**config.mk**
```make
export PLATFORM = sky130hd
export DESIGN_NAME = url_stream_finder_flat
export DESIGN_NICKNAME = d
export VERILOG_FILES = /design/src/hdl/usf_pkg.sv /design/src/hdl/usf_if.sv /design/src/hdl/usf_front.sv /design/src/hdl/usf_queue.sv /design/src/hdl/usf_back.sv /design/src/hdl/url_stream_finder.sv /design/src/flat_wrapper.sv
export SDC_FILE = /design/constraint.sdc
export NUM_CORES = 1
export LEC_CHECK = 0
export BUFFER_PORTS_ARGS = -buffer_cell sky130_fd_sc_hd__buf_2
export CAP_MARGIN = 40
export CORE_MARGIN = 8
export CORE_UTILIZATION = 40
export DETAILED_ROUTE_END_ITERATION = 8
export PLACE_DENSITY = 0.59
export SLEW_MARGIN = 0
export SYNTH_ARGS = -nofsm -noshare
export SYNTH_HDL_FRONTEND = slang
export SYNTH_HIERARCHICAL = 1
export SYNTH_SLANG_ARGS = --single-unit
```
**constraint.sdc**
```tcl
create_clock -name clock -period 4.6 [get_ports clock]
set_input_delay 0 -clock clock [delete_from_list [all_inputs] [get_ports clock]]
set_output_delay 0 -clock clock [all_outputs]
set_load 0.02 [all_outputs]
```
**src/hdl/usf_pkg.sv**
```systemverilog
// Package for the URL stream finder: byte class token, queue and back status and
// character class functions. No dependencies.
`default_nettype none

package usf_pkg;

   localparam int POSITION_BITS_DEFAULT = 16;
   localparam int QUEUE_DEPTH = 2;
   localparam int FIELD_BITS = 16;

   localparam logic [7:0] CHAR_COLON = 8'h3A;
   localparam logic [7:0] CHAR_SLASH = 8'h2F;

   // One classified text byte, as it travels from the front to the back.
   typedef struct packed {
      logic is_letter;
      logic is_url;
      logic is_colon;
      logic is_slash;
      logic is_last;
   } token_type;

   typedef struct packed {
      logic empty;
      logic full;
   } queue_stat_type;

   typedef struct packed {
      logic fire;
      logic last;
      logic pos_zero;
      logic url_open;
   } back_stat_type;

   function automatic logic letter_class(input logic [7:0] c);
      logic upper;
      logic lower;
      upper = (c >= 8'h41) && (c <= 8'h5A);
      lower = (c >= 8'h61) && (c <= 8'h7A);
      return upper || lower;
   endfunction

   function automatic logic url_class(input logic [7:0] c);
      logic hit;
      hit = letter_class(c) || ((c >= 8'h30) && (c <= 8'h39));
      case (c)
         8'h7E, 8'h3B, 8'h2F, 8'h3F, 8'h3A, 8'h40, 8'h3D, 8'h26,
         8'h24, 8'h2D, 8'h5F, 8'h2E, 8'h2B, 8'h21, 8'h2A,
         8'hC2, 8'hB4: hit = 1'b1;
         default: ;
      endcase
      return hit;
   endfunction

endpackage

`default_nettype wire

```
**src/hdl/usf_if.sv**
```systemverilog
// Channel interfaces of the URL stream finder: text byte in, URL span out.
// No dependencies.
`default_nettype none

interface usf_req_if;
   logic       valid;
   logic       ready;
   logic [7:0] text_byte;
   logic       is_last;
   modport source(output valid, output text_byte, output is_last, input ready);
   modport sink(input valid, input text_byte, input is_last, output ready);
endinterface

interface usf_rsp_if;
   logic        valid;
   logic        ready;
   logic [15:0] url_first;
   logic [15:0] url_after;
   logic        position_overflow;
   modport source(output valid, output url_first, output url_after,
                  output position_overflow, input ready);
   modport sink(input valid, input url_first, input url_after,
                input position_overflow, output ready);
endinterface

`default_nettype wire

```
**src/hdl/usf_front.sv**
```systemverilog
// Front of the URL stream finder: accepts text bytes and classifies them.
// Depends on usf_pkg and usf_if.
`default_nettype none

module usf_front (
   usf_req_if.sink            req_chan,
   input  usf_pkg::queue_stat_type q_stat,
   output logic               push,
   output usf_pkg::token_type tok
);

   assign req_chan.ready = !q_stat.full;
   assign push           = req_chan.valid && !q_stat.full;

   always_comb begin
      tok.is_letter = usf_pkg::letter_class(req_chan.text_byte);
      tok.is_url    = usf_pkg::url_class(req_chan.text_byte);
      tok.is_colon  = (req_chan.text_byte == usf_pkg::CHAR_COLON);
      tok.is_slash  = (req_chan.text_byte == usf_pkg::CHAR_SLASH);
      tok.is_last   = req_chan.is_last;
   end

endmodule

`default_nettype wire

```
**src/hdl/usf_queue.sv**
```systemverilog
// Short token queue between front and back of the URL stream finder.
// Depends on usf_pkg.
`default_nettype none

module usf_queue (
   input  logic                    clock,
   input  logic                    reset,
   input  logic                    push,
   input  usf_pkg::token_type      push_tok,
   input  logic                    pop,
   output usf_pkg::token_type      pop_tok,
   output usf_pkg::queue_stat_type q_stat
);

   localparam int DEPTH    = usf_pkg::QUEUE_DEPTH;
   localparam int PTR_BITS = (DEPTH > 1) ? $clog2(DEPTH) : 1;
   localparam int CNT_BITS = $clog2(DEPTH + 1);
   localparam logic [PTR_BITS-1:0] LAST_PTR = PTR_BITS'(DEPTH - 1);
   localparam logic [CNT_BITS-1:0] FULL_CNT = CNT_BITS'(DEPTH);

   usf_pkg::token_type slot_ff [DEPTH];
   logic [PTR_BITS-1:0] wr_ptr_ff, wr_ptr_in;
   logic [PTR_BITS-1:0] rd_ptr_ff, rd_ptr_in;
   logic [CNT_BITS-1:0] count_ff, count_in;

   assign q_stat.empty = (count_ff == '0);
   assign q_stat.full  = (count_ff == FULL_CNT);
   assign pop_tok      = slot_ff[rd_ptr_ff];

   always_comb begin
      wr_ptr_in = wr_ptr_ff;
      rd_ptr_in = rd_ptr_ff;
      count_in  = count_ff;
      if (push) begin
         wr_ptr_in = (wr_ptr_ff == LAST_PTR) ? '0 : wr_ptr_ff + 1'b1;
      end
      if (pop) begin
         rd_ptr_in = (rd_ptr_ff == LAST_PTR) ? '0 : rd_ptr_ff + 1'b1;
      end
      if (push && !pop) begin
         count_in = count_ff + 1'b1;
      end else if (pop && !push) begin
         count_in = count_ff - 1'b1;
      end
   end

   always_ff @(posedge clock) begin
      if (reset) begin
         wr_ptr_ff <= '0;
         rd_ptr_ff <= '0;
         count_ff  <= '0;
      end else begin
         wr_ptr_ff <= wr_ptr_in;
         rd_ptr_ff <= rd_ptr_in;
         count_ff  <= count_in;
      end
   end

   always_ff @(posedge clock) begin
      if (push) begin
         slot_ff[wr_ptr_ff] <= push_tok;
      end
   end

endmodule

`default_nettype wire

```
**src/hdl/usf_back.sv**
```systemverilog
// Back of the URL stream finder: scanner state machine and result register.
// Depends on usf_pkg and usf_if.
`default_nettype none

module usf_back #(
   parameter int POSITION_BITS = usf_pkg::POSITION_BITS_DEFAULT
) (
   input  logic                   clock,
   input  logic                   reset,
   input  usf_pkg::token_type     tok,
   input  usf_pkg::queue_stat_type q_stat,
   output logic                   pop,
   usf_rsp_if.source              rsp_chan,
   output usf_pkg::back_stat_type b_stat
);

   localparam int FB = usf_pkg::FIELD_BITS;
   localparam logic [1:0] STAGE_IDLE  = 2'd0;
   localparam logic [1:0] STAGE_COLON = 2'd1;
   localparam logic [1:0] STAGE_SLASH = 2'd2;

   logic [POSITION_BITS-1:0] pos_ff, pos_in;
   logic [POSITION_BITS-1:0] run_start_ff, run_start_in;
   logic [POSITION_BITS-1:0] cand_ff, cand_in;
   logic                     run_valid_ff, run_valid_in;
   logic [1:0]               stage_ff, stage_in;
   logic                     await_ff, await_in;
   logic                     in_url_ff, in_url_in;
   logic                     sat_ff, sat_in;

   logic                     out_valid_ff, out_valid_in;
   logic [FB-1:0]            out_first_ff, out_first_in;
   logic [FB-1:0]            out_after_ff, out_after_in;
   logic                     out_ovf_ff, out_ovf_in;

   logic                     fire;
   logic                     at_max;
   logic [POSITION_BITS-1:0] pos_next;
   logic                     sat_now;
   logic                     emit;
   logic [POSITION_BITS-1:0] emit_after;

   // Take a token only when the result register is free or being drained.
   assign fire = !q_stat.empty && (!out_valid_ff || rsp_chan.ready);
   assign pop  = fire;

   assign at_max   = &pos_ff;
   assign pos_next = at_max ? pos_ff : pos_ff + 1'b1;
   assign sat_now  = sat_ff || at_max;

   always_comb begin
      pos_in       = pos_ff;
      run_start_in = run_start_ff;
      cand_in      = cand_ff;
      run_valid_in = run_valid_ff;
      stage_in     = stage_ff;
      await_in     = await_ff;
      in_url_in    = in_url_ff;
      sat_in       = sat_ff;
      emit         = 1'b0;
      emit_after   = pos_ff;
      if (fire) begin
         if (in_url_ff || await_ff) begin
            if (tok.is_url) begin
               in_url_in  = 1'b1;
               await_in   = 1'b0;
               emit       = tok.is_last;
               emit_after = pos_next;
            end else begin
               emit         = in_url_ff;
               emit_after   = pos_ff;
               in_url_in    = 1'b0;
               await_in     = 1'b0;
               stage_in     = STAGE_IDLE;
               run_valid_in = 1'b0;
            end
         end else begin
            case (stage_ff)
               STAGE_COLON: begin
                  if (tok.is_slash) begin
                     stage_in = STAGE_SLASH;
                  end else if (tok.is_colon && run_valid_ff) begin
                     stage_in = STAGE_COLON;
                     cand_in  = run_start_ff;
                  end else begin
                     stage_in = STAGE_IDLE;
                  end
               end
               STAGE_SLASH: begin
                  if (tok.is_slash) begin
                     stage_in = STAGE_IDLE;
                     await_in = 1'b1;
                  end else if (tok.is_colon && run_valid_ff) begin
                     stage_in = STAGE_COLON;
                     cand_in  = run_start_ff;
                  end else begin
                     stage_in = STAGE_IDLE;
                  end
               end
               default: begin
                  if (tok.is_colon && run_valid_ff) begin
                     stage_in = STAGE_COLON;
                     cand_in  = run_start_ff;
                  end else begin
                     stage_in = STAGE_IDLE;
                  end
               end
            endcase
            if (tok.is_letter) begin
               if (!run_valid_ff) begin
                  run_start_in = pos_ff;
               end
               run_valid_in = 1'b1;
            end else begin
               run_valid_in = 1'b0;
            end
         end
         pos_in = pos_next;
         sat_in = sat_now;
         // Drop all scan state at the end of the text.
         if (tok.is_last) begin
            pos_in       = '0;
            run_start_in = '0;
            cand_in      = '0;
            run_valid_in = 1'b0;
            stage_in     = STAGE_IDLE;
            await_in     = 1'b0;
            in_url_in    = 1'b0;
            sat_in       = 1'b0;
         end
      end
   end

   always_comb begin
      out_valid_in = out_valid_ff;
      out_first_in = out_first_ff;
      out_after_in = out_after_ff;
      out_ovf_in   = out_ovf_ff;
      if (rsp_chan.ready) begin
         out_valid_in = 1'b0;
      end
      if (emit) begin
         out_valid_in = 1'b1;
         out_first_in = FB'(cand_ff);
         out_after_in = FB'(emit_after);
         out_ovf_in   = sat_now;
      end
   end

   always_ff @(posedge clock) begin
      if (reset) begin
         pos_ff       <= '0;
         run_start_ff <= '0;
         cand_ff      <= '0;
         run_valid_ff <= 1'b0;
         stage_ff     <= STAGE_IDLE;
         await_ff     <= 1'b0;
         in_url_ff    <= 1'b0;
         sat_ff       <= 1'b0;
         out_valid_ff <= 1'b0;
      end else begin
         pos_ff       <= pos_in;
         run_start_ff <= run_start_in;
         cand_ff      <= cand_in;
         run_valid_ff <= run_valid_in;
         stage_ff     <= stage_in;
         await_ff     <= await_in;
         in_url_ff    <= in_url_in;
         sat_ff       <= sat_in;
         out_valid_ff <= out_valid_in;
      end
   end

   always_ff @(posedge clock) begin
      out_first_ff <= out_first_in;
      out_after_ff <= out_after_in;
      out_ovf_ff   <= out_ovf_in;
   end

   assign rsp_chan.valid             = out_valid_ff;
   assign rsp_chan.url_first         = out_first_ff;
   assign rsp_chan.url_after         = out_after_ff;
   assign rsp_chan.position_overflow = out_ovf_ff;

   assign b_stat.fire     = fire;
   assign b_stat.last     = tok.is_last;
   assign b_stat.pos_zero = (pos_ff == '0);
   assign b_stat.url_open = in_url_ff || await_ff;

endmodule

`default_nettype wire

```
**src/hdl/url_stream_finder.sv**
```systemverilog
// Top level of the URL stream finder: front classifier, token queue, back
// scanner. Depends on usf_pkg, usf_if, usf_front, usf_queue and usf_back.
//
//   channel    direction  word                          accepted when
//   req_chan   in         text_byte, is_last            valid && ready
//   rsp_chan   out        url_first, url_after, ovf     valid && ready
//
// One text byte per cycle sustained while results are taken; the result for
// the byte that closes the URL passes a queue slot, then the result register.
// The scanner updates its state once per byte, so the rate is set by
// that single state update in the back.
// Reset clears all scan state, the queue and the result valid.
// A stalled result holds the back; the two-entry queue fills, then req ready
// drops until the result is taken.
`default_nettype none

module url_stream_finder #(
   parameter int POSITION_BITS = usf_pkg::POSITION_BITS_DEFAULT
) (
   input  logic      clock,
   input  logic      reset,
   usf_req_if.sink   req_chan,
   usf_rsp_if.source rsp_chan
);

   usf_pkg::token_type      push_tok;
   usf_pkg::token_type      pop_tok;
   usf_pkg::queue_stat_type q_stat;
   usf_pkg::back_stat_type  b_stat;
   logic                    push;
   logic                    pop;

   usf_front u_front (
      .req_chan (req_chan),
      .q_stat   (q_stat),
      .push     (push),
      .tok      (push_tok)
   );

   usf_queue u_queue (
      .clock    (clock),
      .reset    (reset),
      .push     (push),
      .push_tok (push_tok),
      .pop      (pop),
      .pop_tok  (pop_tok),
      .q_stat   (q_stat)
   );

   usf_back #(
      .POSITION_BITS (POSITION_BITS)
   ) u_back (
      .clock    (clock),
      .reset    (reset),
      .tok      (pop_tok),
      .q_stat   (q_stat),
      .pop      (pop),
      .rsp_chan (rsp_chan),
      .b_stat   (b_stat)
   );

   a_fire_needs_token: assert property (@(posedge clock) disable iff (reset)
      b_stat.fire |-> !q_stat.empty)
      else $error("back consumed a token from an empty queue");

   a_last_clears_scan: assert property (@(posedge clock) disable iff (reset)
      (b_stat.fire && b_stat.last) |=> (b_stat.pos_zero && !b_stat.url_open))
      else $error("scan state not cleared after last byte");

   a_stall_holds_back: assert property (@(posedge clock) disable iff (reset)
      (rsp_chan.valid && !rsp_chan.ready) |-> !b_stat.fire)
      else $error("back advanced while result register was stalled");

endmodule

`default_nettype wire
```
**src/flat_wrapper.sv**
```systemverilog
// flat-port wrapper written by rule: the top's interface ports become plain ports
module url_stream_finder_flat 
#(
   parameter int POSITION_BITS = usf_pkg::POSITION_BITS_DEFAULT
)
  (clock, reset, req_chan_valid, req_chan_text_byte, req_chan_is_last, req_chan_ready, rsp_chan_valid, rsp_chan_url_first, rsp_chan_url_after, rsp_chan_position_overflow, rsp_chan_ready);
  usf_req_if req_chan_i ();
  usf_rsp_if rsp_chan_i ();
  input  logic clock;
  input  logic reset;
  input wire logic [$bits(req_chan_i.valid)-1:0] req_chan_valid;
  input wire logic [$bits(req_chan_i.text_byte)-1:0] req_chan_text_byte;
  input wire logic [$bits(req_chan_i.is_last)-1:0] req_chan_is_last;
  output wire logic [$bits(req_chan_i.ready)-1:0] req_chan_ready;
  output wire logic [$bits(rsp_chan_i.valid)-1:0] rsp_chan_valid;
  output wire logic [$bits(rsp_chan_i.url_first)-1:0] rsp_chan_url_first;
  output wire logic [$bits(rsp_chan_i.url_after)-1:0] rsp_chan_url_after;
  output wire logic [$bits(rsp_chan_i.position_overflow)-1:0] rsp_chan_position_overflow;
  input wire logic [$bits(rsp_chan_i.ready)-1:0] rsp_chan_ready;
  assign req_chan_i.valid = req_chan_valid;
  assign req_chan_i.text_byte = req_chan_text_byte;
  assign req_chan_i.is_last = req_chan_is_last;
  assign req_chan_ready = req_chan_i.ready;
  assign rsp_chan_valid = rsp_chan_i.valid;
  assign rsp_chan_url_first = rsp_chan_i.url_first;
  assign rsp_chan_url_after = rsp_chan_i.url_after;
  assign rsp_chan_position_overflow = rsp_chan_i.position_overflow;
  assign rsp_chan_i.ready = rsp_chan_ready;
  url_stream_finder #(.POSITION_BITS(POSITION_BITS)) u_core (.clock(clock), .reset(reset), .req_chan(req_chan_i), .rsp_chan(rsp_chan_i));
endmodule
```
Word-level counts from Yosys, hierarchy flattened
Memories as Yosys holds them, arrays and structs flattened. A register that Yosys moved wholly into a read port is not among the register bits.
Cells that the tools add are included.

word-level totals
  memories kept = 1
  RAM bits = 10
  word-level logic and storage cells = 131
  output and inout bits = 35
  flip-flop bits (word level) = 92

cells by class
  equality and inequality tests = 24
  mux-type cells = 47
  $lt $le $gt $ge = 6
  reductions and logical operators = 33
  add/sub/neg operators = 5

memories
  name                    words  width  rd ports  clocked after Yosys merged registers in  write ports  line             source
  u_core.u_queue.slot_ff  2      5      1         1                                        1            usf_queue.sv:21  usf_pkg::token_type slot_ff [DEPTH];

operators with widths
  cell                   count
  $mux 16                14
  $eq 8x6->1 const B     12
  $mux 1                 25
  $eq 8x7->1 const B     3
  $reduce_or 17->1       1
  $add 16x1->16 const B  1
  $eq 8x8->1 const B     2
  $ge 8x7->1 const B     2
  $le 8x7->1 const B     2
  $reduce_and 16->1      1
  $mux 2                 7
  $ge 8x6->1 const B     1
  $le 8x6->1 const B     1
  $logic_and 1x1->1      8
  $reduce_bool 2->1      4
  $ne 3x3->1 const B     2
  $reduce_and 3->1       2
  $reduce_bool 3->1      2
  $logic_not 1->1        5
  $logic_or 1x1->1       5
  $eq 2x2->1 const B     2
  $ne 2x2->1 const B     2
  $pmux 2 s2             1
  $reduce_and 2->1       2
  other kinds (7)        8

Longest topological paths before layout
Gate-level depths: netlist of run 1.

  depth after elaboration = 7
  gate-level depth with buffers = 10

Cells and area by module
The synthesis of run 1 kept the hierarchy.

modules (own cells, without submodules)
  module     seq. area each (um^2)  cells each  instances  area each (um^2)
  usf_back   2092.0                 391         1          3911.3
  usf_queue  400.4                  37          1          564.3
  usf_front  0.0                    40          1          264.0

Worst setup path before layout of run 1
Ideal clock, no wire load.

  kind = flip-flop to flip-flop
  from = register (tool-made name)
  to = register u_core.u_back.out_ovf_ff (netlist: u_core/u_back/rsp_chan.position_overflow) (enable)
  path slack = 810 ps
  stages on the path, launching flop included = 5
  clock period less this slack = 3790 ps
  setup time = 467 ps
  data arrival time = 3323 ps
  cell sequence = dfxtp_1 -> mux2_2 -> clkbuf_1 -> nor2b_1 -> nor3_1

RTL lines
  element               line             source
  to (signal assigned)  usf_back.sv:177  out_ovf_ff <= out_ovf_in;
  to (decl)             usf_back.sv:34   logic out_ovf_ff, out_ovf_in;

==> metrics, run 1 <==
status completed; crit-path max cell delay 570 ps; Final nets 511; first-pass GRT wire length 17.9 mm; cts bufs inserted 9; WP data required 4880 ps; height of the die 124 um; Cells after Synth 461; vias in the first global route 3611; Initial Utilization 41.1%; Max Fclk 402 MHz; PortBufs 47; PwrDens 461 nW/um^2; core area 11400 um^2; Hold Crit Depth 2; clock latency on the worst-skew pair 350 ps; gr usage total 13.7%; RSZ-0062 raised after global routing false; clock sink count 103; setup violation total in the final timing report 0; hold_sp req_chan_text_byte[6]; Routed WL per cell 16.7 um; type of element launching the critical path register; ant diodes 0; DRC violations left 0; FF-to-FF path depth 5; routed vias 3688; Max Slew Vio Count 0; slew margin rel. 47.7%; Hold Crit Endpoint u_core/u_queue/slot_ff[1][2]; Worst Path Buf+Inv 1; Fillers 1120; Die Width 124 um; row cnt 39; GPL Wtd Cong 0.853; hold_buf cts 1; Remaining Overflow, GRT 0; initial DRC count 307; HP Class in -> reg; DRT antenna net count 0; VDD IR-drop max 234 uV; non-filler cells, final 641; TritonCTS clock tree done; Crit Path Category reg -> reg; clock slew at reported path FFs 70 ps; terminus of the critical flop-to-flop path u_core/u_back/pos_ff[9]; H-tree lvl count 3; Area Growth Syn to Fin 13.3%; clock period minus worst slack 2490 ps; initial antenna violation count 0; largest net degree at the start of global routing 58; post-cts sizing count 0; Least-Margin Pin Slew 778 ps; cell area after synthesis 4690 um^2; Ys Warns 6; Worst Path Max Fanout 13; TritonRoute pass-1 iters 7; CTS max path bufs 2; Root Buffer clkbuf_16; setup TNS after final layout 0 ps; Final Cycle Share 54.1%; skew final 7.82 ps; crit-path cells mux2_2 -> inv_1 -> nand3_1 -> or4b_1 -> a21oi_1; Max-cap violations 0; Vias/cell 5.75; final hold violations 0; I/O Pins 48; syn_area_per_cell 10.2 um^2; Worst Path Arrival 2770 ps; Final Routed Wirelength 10.7 mm; Post-CTS Setup Bufs 0; Leak 1.80 nW; layout cells sized above 1 18.7%; hpwl dp 7.41 mm; placed insts 624; syn_nets 479; delay-heaviest family, CP simple AND/OR/NAND/NOR gates; register-to-register setup slack 2110 ps; die area 15400 um^2; CP max stage cell or4b_1; CP endpoint kind register
-- routing by layer --
metal	track usage, %	vias up	share of wire, %
li1	-	1782	-
met1	16.7	1778	45
met2	22.6	111	49
met3	2.98	17	4.7
met4	6.24	0	1.8
met5	0	-	0
-- power by group --
group          internal, mW  switching (mW)
Sequential             1.04          0.0440
Clock                 0.425           0.337
Combinational         0.183           0.419
-- registers in the layout (all words and copies together), names as in the netlist, 2 cells and up, named ones only --
| signal | cells |
|---|---|
| u_core/u_queue/slot_ff | 10 |
| u_core/u_back/run_start_ff | 16 |
| u_core/u_back/rsp_chan.url_after | 16 |
| u_core/u_queue/count_ff | 2 |
| u_core/u_back/stage_ff | 2 |
| u_core/u_back/cand_ff | 16 |
| u_core/u_back/rsp_chan.url_first | 16 |
| u_core/u_back/pos_ff | 16 |
-- cells in the final DEF, fill, tap and decap left out, types with 4 or more instances in the layout --
cell        n
nand2b_1    6
nand4_1     6
a22oi_1    16
nor4_1      6
inv_1      15
mux2_2      9
or4_1       4
dfxtp_1    60
nor2b_1     5
nand2_1    21
xor2_1      8
or3_1       5
edfxtp_1   43
a31oi_1     8
nor2_1     30
ha_1        5
nor3_1      9
o21ai_0    26
buf_2      47
a21oi_1    33
nor3_2      4
buf_4       6
clkbuf_16   9
nand3_1    34
xnor2_1     9
a211oi_1    9
or2_2       4
-- layout make-up --
type	instances	area, um^2	share of cell area (%)
Clock buffer	10	229	4.31
Inverter	17	63.8	1.20
Sequential cell	103	2490	46.9
Timing Repair Buffer	56	317	5.96
Clock inverter	6	67.6	1.27
Tap cell	143	179	3.37
Multi-Input combinational cell	306	1960	37.0
-- worst max-delay path by stage --
stage          slack, ps                  startpoint                                  endpoint  depth (start not counted)
2_1_floorplan        820                    register  u_core/u_back/rsp_chan.position_overflow                          4
3_3_place_gp        1700  u_core/u_queue/count_ff[0]      u_core/u_back/rsp_chan.url_first[12]                          5
3_5_place_dp        2160                    register                   u_core/u_back/pos_ff[9]                          5
4_1_cts             2130                    register                   u_core/u_back/pos_ff[9]                          5
6_report            2110                    register                   u_core/u_back/pos_ff[9]                          5
5_1_grt             2010                    register                   u_core/u_back/pos_ff[9]                          5
-- worst register-to-register path, cell delays in order (launching register included) --
cell and delay, ps:
dfxtp_1 430, mux2_2 480, inv_1 420, nand3_1 380, or4b_1 570, a21oi_1 140
-- per-stage QoR --
| step | total power [mW] | worst slack [ps] | area [um^2] | utilization [%] | hold WS, ps |
|---|---|---|---|---|---|
| 2_1_floorplan | 1.52 | 824 | 4690 | - | 69.1 |
| 3_3_place_gp | 1.67 | 1700 | 4960 | 43.4 | 194 |
| 3_5_place_dp | 1.71 | 2160 | 5010 | 43.8 | 196 |
| 4_1_cts | 2.47 | 2130 | 5310 | 46.5 | 22.1 |
| 5_1_grt | 2.57 | 2010 | 5310 | 46.5 | 62.1 |
| 6_report | 2.45 | 2110 | 5310 | 46.5 | 35.9 |
(Power assumes the default switching activity.)
==> inputs of run 2 (changes only) <==
clock period = 2.4 ns   (was 4.6 ns; I/O delays follow)
==> run 2 against run 1 <==
Effect of this change:
- die area stayed put
- clock power is 80% higher
- first-iteration DRC count is 34% higher
- clock skew is 2.9 ps higher
- global-route usage is 0.41 points higher
- power is 91% higher
- sequential power is 93% higher
==> metrics, run 2 (synthesized netlist as in run 1, its figures left out) <==
GPL Wtd Cong 0.875 (was 0.853); type of element launching the critical path register (unchanged); cell mode on critical path mux2_2; Worst Path Buf+Inv 0 (was 1); clock slew at reported path FFs 70 ps (about the same); Leak 1.89 nW (was 1.80 nW); height of the die 124 um (unchanged); non-filler cells, final 659 (was 641); die area 15400 um^2 (unchanged); TritonCTS clock tree done (unchanged); TritonRoute pass-1 iters 5 (was 7); most common cell after layout, fill and taps aside dfxtp_1 (unchanged); clock sink count 103 (unchanged); Routed WL per cell 16.9 um (was 16.7 um); Max Fclk 463 MHz (was 402 MHz); PwrDens 856 nW/um^2 (was 461 nW/um^2); final hold violations 0 (unchanged); Root Buffer clkbuf_16 (unchanged); PortBufs 47 (unchanged); Final Cycle Share 90.0% (was 54.1%); sequential share of power 44.5% (was 44.3%); Least-Margin Pin Slew 589 ps (was 778 ps); VDD IR-drop max 535 uV (was 234 uV); H-tree lvl count 3 (unchanged); cts bufs inserted 9 (unchanged); switching power total 1.57 mW (was 0.800 mW); HP Class in -> reg (unchanged); ant diodes 0 (unchanged); clock latency on the worst-skew pair 350 ps (about the same); Vias/cell 5.70 (was 5.75); core area 11400 um^2 (unchanged); delay-heaviest family, CP multiplexers (was simple AND/OR/NAND/NOR gates); Remaining Overflow, GRT 0 (unchanged); largest net degree at the start of global routing 41 (was 58); RSZ-0062 raised after global routing false (unchanged); Max-cap violations 0 (unchanged); initial antenna violation count 0 (unchanged); DRT antenna net count 0 (unchanged); clock group share of total power 29.4% (was 31.1%); setup TNS after final layout 0 ps (unchanged); hpwl dp 7.59 mm (was 7.41 mm); I/O Pins 48 (unchanged); CP max stage cell or3_1 (was or4b_1); gr usage total 14.1% (was 13.7%); Crit Path Category reg -> reg (unchanged); Initial Utilization 41.1% (unchanged); Die Width 124 um (unchanged); Area Growth Syn to Fin 16.3% (was 13.3%); commonest cells after routing, fill and taps aside dfxtp_1, buf_2, edfxtp_1 (unchanged); Sw Ratio 33.5% (was 32.7%); CP endpoint kind register (unchanged); crit-path max cell delay 510 ps (was 570 ps); Internal Power 3.10 mW (was 1.65 mW); row cnt 39 (unchanged); vias in the first global route 3669 (was 3611); Final nets 529 (was 511); layout cells sized above 1 21.5% (was 18.7%); Max Slew Vio Count 0 (unchanged); setup violation total in the final timing report 0 (unchanged); DRC violations left 0 (unchanged); routed vias 3756 (was 3688); crit-path cells mux2_2 -> o21ai_0 -> or3_1 -> a21oi_1 -> mux2_2 (was mux2_2 -> inv_1 -> nand3_1 -> or4b_1 -> a21oi_1); Final Routed Wirelength 11.1 mm (was 10.7 mm); clock period minus worst slack 2160 ps (was 2490 ps); Worst Path Arrival 2260 ps (was 2770 ps); placed insts 641 (was 624); status completed (unchanged); Fillers 1138 (was 1120); Worst Path Max Fanout 10 (was 13); first-pass GRT wire length 18.3 mm (was 17.9 mm); slew margin rel. 60.2% (was 47.7%); WP data required 2500 ps (was 4880 ps); initial DRC count 410 (was 307); combinational fraction of design power 26.1% (was 24.6%); skew final 10.7 ps (was 7.82 ps); CTS max path bufs 2 (unchanged)
==> run 2: area by class of cell <==
cell class,instances,area (um^2),share of cell area (%)
sequential,103,2490,45.7
inverter,17,63.8,1.17
clock buffer,11,233,4.27
tap,143,179,3.28
multi-input combinational,306,1970,36.1
clock inverter,5,41.3,0.757
timing repair buffer,74,473,8.67
==> run 2: per-layer routing <==
layer  GRT usage (%)  routed length [um]  vias to the layer above
met5               0                   0                        -
met3            2.81                 558                       21
met2            23.3                5180                      114
li1                -                   -                     1824
met4            5.81                 226                        0
met1            17.6                5150                     1797
==> run 2: stage by stage <==
step | setup WS, ps | utilization, % | hold slack, ps | area, um^2 | power [mW]
after global placement | 156 | 45.1 | 189 | 5150 | 3.30
after CTS | 32.6 | 47.6 | 29.0 | 5440 | 4.70
final | 239 | 47.8 | 35.8 | 5450 | 4.67
after detailed placement | 57.4 | 45.1 | 200 | 5150 | 3.33
after floorplan | 129 | - | 69.1 | 4700 | 2.93
after global routing | 89.8 | 47.8 | 54.8 | 5450 | 4.91
==> run 2: final timing paths <==
| path | endpoint | from | slack [ps] | cells past startpoint |
|---|---|---|---|---|
| setup / recovery | u_core/u_back/rsp_chan.url_after[1] | register | 240 | 5 |
| hold / removal | u_core/u_queue/slot_ff[0][2] | req_chan_text_byte[6] | 40 | 2 |
| setup reg to reg | u_core/u_back/rsp_chan.url_after[1] | register | 240 | 5 |
| hold reg to reg | u_core/u_back/rsp_chan.url_first[4] | u_core/u_back/cand_ff[4] | 430 | 0 |
==> run 2: power by group through the flow <==
stage | registers [mW] | logic (mW) | clock network (mW)
finish | 2.08 | 1.22 | 1.37
floorplan | 2.18 | 0.743 | 0
CTS | 2.08 | 1.21 | 1.40
global placement | 2.12 | 1.19 | 0
global route | 2.10 | 1.34 | 1.47
detailed placement | 2.12 | 1.21 | 0
==> run 2: worst reg2reg max path: stages (launching register included) <==
cell and delay [ps]:
dfxtp_1 430, mux2_2 220, o21ai_0 100, or3_1 510
a21oi_1 280, mux2_2 360
==> run 2: timing repair <==
action                                 4_1_cts  5_1_grt
buffers inserted                             0        0
endpoints found under the hold margin        2        0
hold buffers                                 1        0
resized for setup                            0        0
==> inputs of run 3 (changes only) <==
CELL_PAD_IN_SITES_DETAIL_PLACEMENT = 0   (was not set)
CELL_PAD_IN_SITES_GLOBAL_PLACEMENT = 1   (was not set)
PLACE_DENSITY = 0.71   (was 0.59)
==> run 3 against run 2 <==
Effect of this change:
- wire length up 3.5%
- register-to-register slack worse by 20 ps
- non-clock buffer count unchanged
- sequential cell count did not move
- hold slack gained 6.6 ps
- cell area decreased by 0.34%
- count of clock-buffer cells in the layout fell by 2
- core utilization decreased by 0.16 points
- maximum frequency decreased by 0.95%
- global-route usage increased by 0.58 points
==> metrics, run 3 (synthesized netlist as in run 1, its figures left out) <==
final hold violations 0 (unchanged); Vias/cell 5.72 (was 5.70); PortBufs 47 (unchanged); clock latency on the worst-skew pair 340 ps (was 350 ps); Final Cycle Share 90.9% (was 90.0%); DRT antenna net count 0 (unchanged); Final Instance Area 5430 um^2 (was 5450 um^2); Final Routed Wirelength 11.5 mm (was 11.1 mm); clock slew at reported path FFs 70 ps (about the same); most common cell after layout, fill and taps aside dfxtp_1 (unchanged); routed vias 3769 (was 3756); Post-CTS Setup Bufs 0 (unchanged); Max-cap violations 0 (unchanged); Routed WL per cell 17.5 um (was 16.9 um); cts bufs inserted 9 (unchanged); setup TNS after final layout 0 ps (unchanged); Initial Utilization 41.1% (unchanged); HP Class in -> reg (unchanged); Fillers 1094 (was 1138); Leak 1.90 nW (was 1.89 nW); setup ws final 219 ps (was 239 ps); H-tree lvl count 3 (unchanged); GPL Wtd Cong 0.829 (was 0.875); core area 11400 um^2 (unchanged); Least-Margin Pin Slew 604 ps (was 589 ps); pre-CTS WS 246 ps (was 57.4 ps); first-pass GRT wire length 19.0 mm (was 18.3 mm); CTS max path bufs 2 (unchanged); clock sink count 103 (unchanged); Die Width 124 um (unchanged); type of element launching the critical path register (unchanged); non-filler cells, final 659 (unchanged); height of the die 124 um (unchanged); reg2reg start u_core/u_back/pos_ff[0]; Max Fclk 458 MHz (was 463 MHz); hold_sp req_chan_text_byte[6] (unchanged); Critical Path Source u_core/u_back/pos_ff[0]; CP endpoint kind register (unchanged); commonest cells after routing, fill and taps aside dfxtp_1, buf_2, edfxtp_1 (unchanged); RSZ-0062 raised after global routing false (unchanged); setup violation total in the final timing report 0 (unchanged); skew final 8.06 ps (was 10.7 ps); Area after DPL 5140 um^2 (was 5150 um^2); Remaining Overflow, GRT 0 (unchanged); VDD IR-drop max 541 uV (was 535 uV); status completed (unchanged); die area 15400 um^2 (unchanged); largest net degree at the start of global routing 56 (was 41); hpwl dp 7.83 mm (was 7.59 mm); TritonCTS clock tree done (unchanged); clock period minus worst slack 2180 ps (was 2160 ps); I/O Pins 48 (unchanged); placed insts 642 (was 641); Power Total 4.69 mW (was 4.67 mW); DRC violations left 0 (unchanged); Worst Path Arrival 2270 ps (was 2260 ps); ant diodes 0 (unchanged); PwrDens 862 nW/um^2 (was 856 nW/um^2); register-to-register setup slack 220 ps (was 240 ps); TritonRoute pass-1 iters 4 (was 5); Worst Path Max Fanout 10 (unchanged); gr usage total 14.7% (was 14.1%); Max Slew Vio Count 0 (unchanged); layout cells sized above 1 21.9% (was 21.5%); initial DRC count 298 (was 410); Final nets 529 (unchanged); WP data required 2490 ps (was 2500 ps); initial antenna violation count 0 (unchanged); Crit Path Category reg -> reg (unchanged); Root Buffer clkbuf_16 (unchanged); Area Growth Syn to Fin 15.9% (was 16.3%); row cnt 39 (unchanged); slew margin rel. 59.7% (was 60.2%); vias in the first global route 3760 (was 3669)
==> run 3: cell count changes in the layout (fill, tap and decap cells not counted), sizes merged <==
cell and delta:
clkinv +3, inv +1, clkinvlp -2, clkbuf -2
==> run 3: final timing paths <==
path                                                        endpoint  cells past startpoint
worst max register to register  u_core/u_back/rsp_chan.url_after[14]                      5
worst min register to register   u_core/u_back/rsp_chan.url_first[7]                      0
worst min-delay path                    u_core/u_queue/slot_ff[1][2]                      2
worst max-delay path            u_core/u_back/rsp_chan.url_after[14]                      5
==> run 3: routing by layer <==
metal  wire length (um)  GRT usage, %  up-vias
li1                   -             -     1819
met1               5110          18.0     1841
met2               5740          25.5       96
met3                490          2.26       13
met4                153          5.24        0
met5                  0             0        -
==> run 3: what timing repair did <==
item	CTS	global route
hold buffers	1	0
resized for setup	0	0
endpoints found under the hold margin	2	0
==> run 3: worst max-delay path, stage by stage (launching register included) <==
cell and delay (ps):
dfxtp_1 600, ha_1 240, nand2_1 120, nor4_1 520, nand3_1 160, mux2_2 300
==> run 3: power breakdown <==
part	internal [mW]	switching (mW)	total, mW
combinational	0.362	0.824	1.19
clock	0.728	0.685	1.41
sequential	1.99	0.0933	2.09
total	3.08	1.60	4.69
==> run 3: cell type report <==
type | count | area, um^2 | share of cell area [%]
flip-flops and latches | 103 | 2490 | 45.9
multi-input cells | 306 | 1970 | 36.3
repair buffers | 74 | 440 | 8.10
clock buffers | 9 | 225 | 4.14
well taps | 143 | 179 | 3.29
inverters | 17 | 63.8 | 1.17
clock inverters | 7 | 62.6 | 1.15
==> run 3: stage by stage <==
stage / hold WS (ps) / util (%)
after global routing: 42.4 / 47.6
after floorplan: 69.1 / -
after global placement: 196 / 45.0
after CTS: 24.6 / 47.6
final: 42.4 / 47.6
after detailed placement: 199 / 45.0
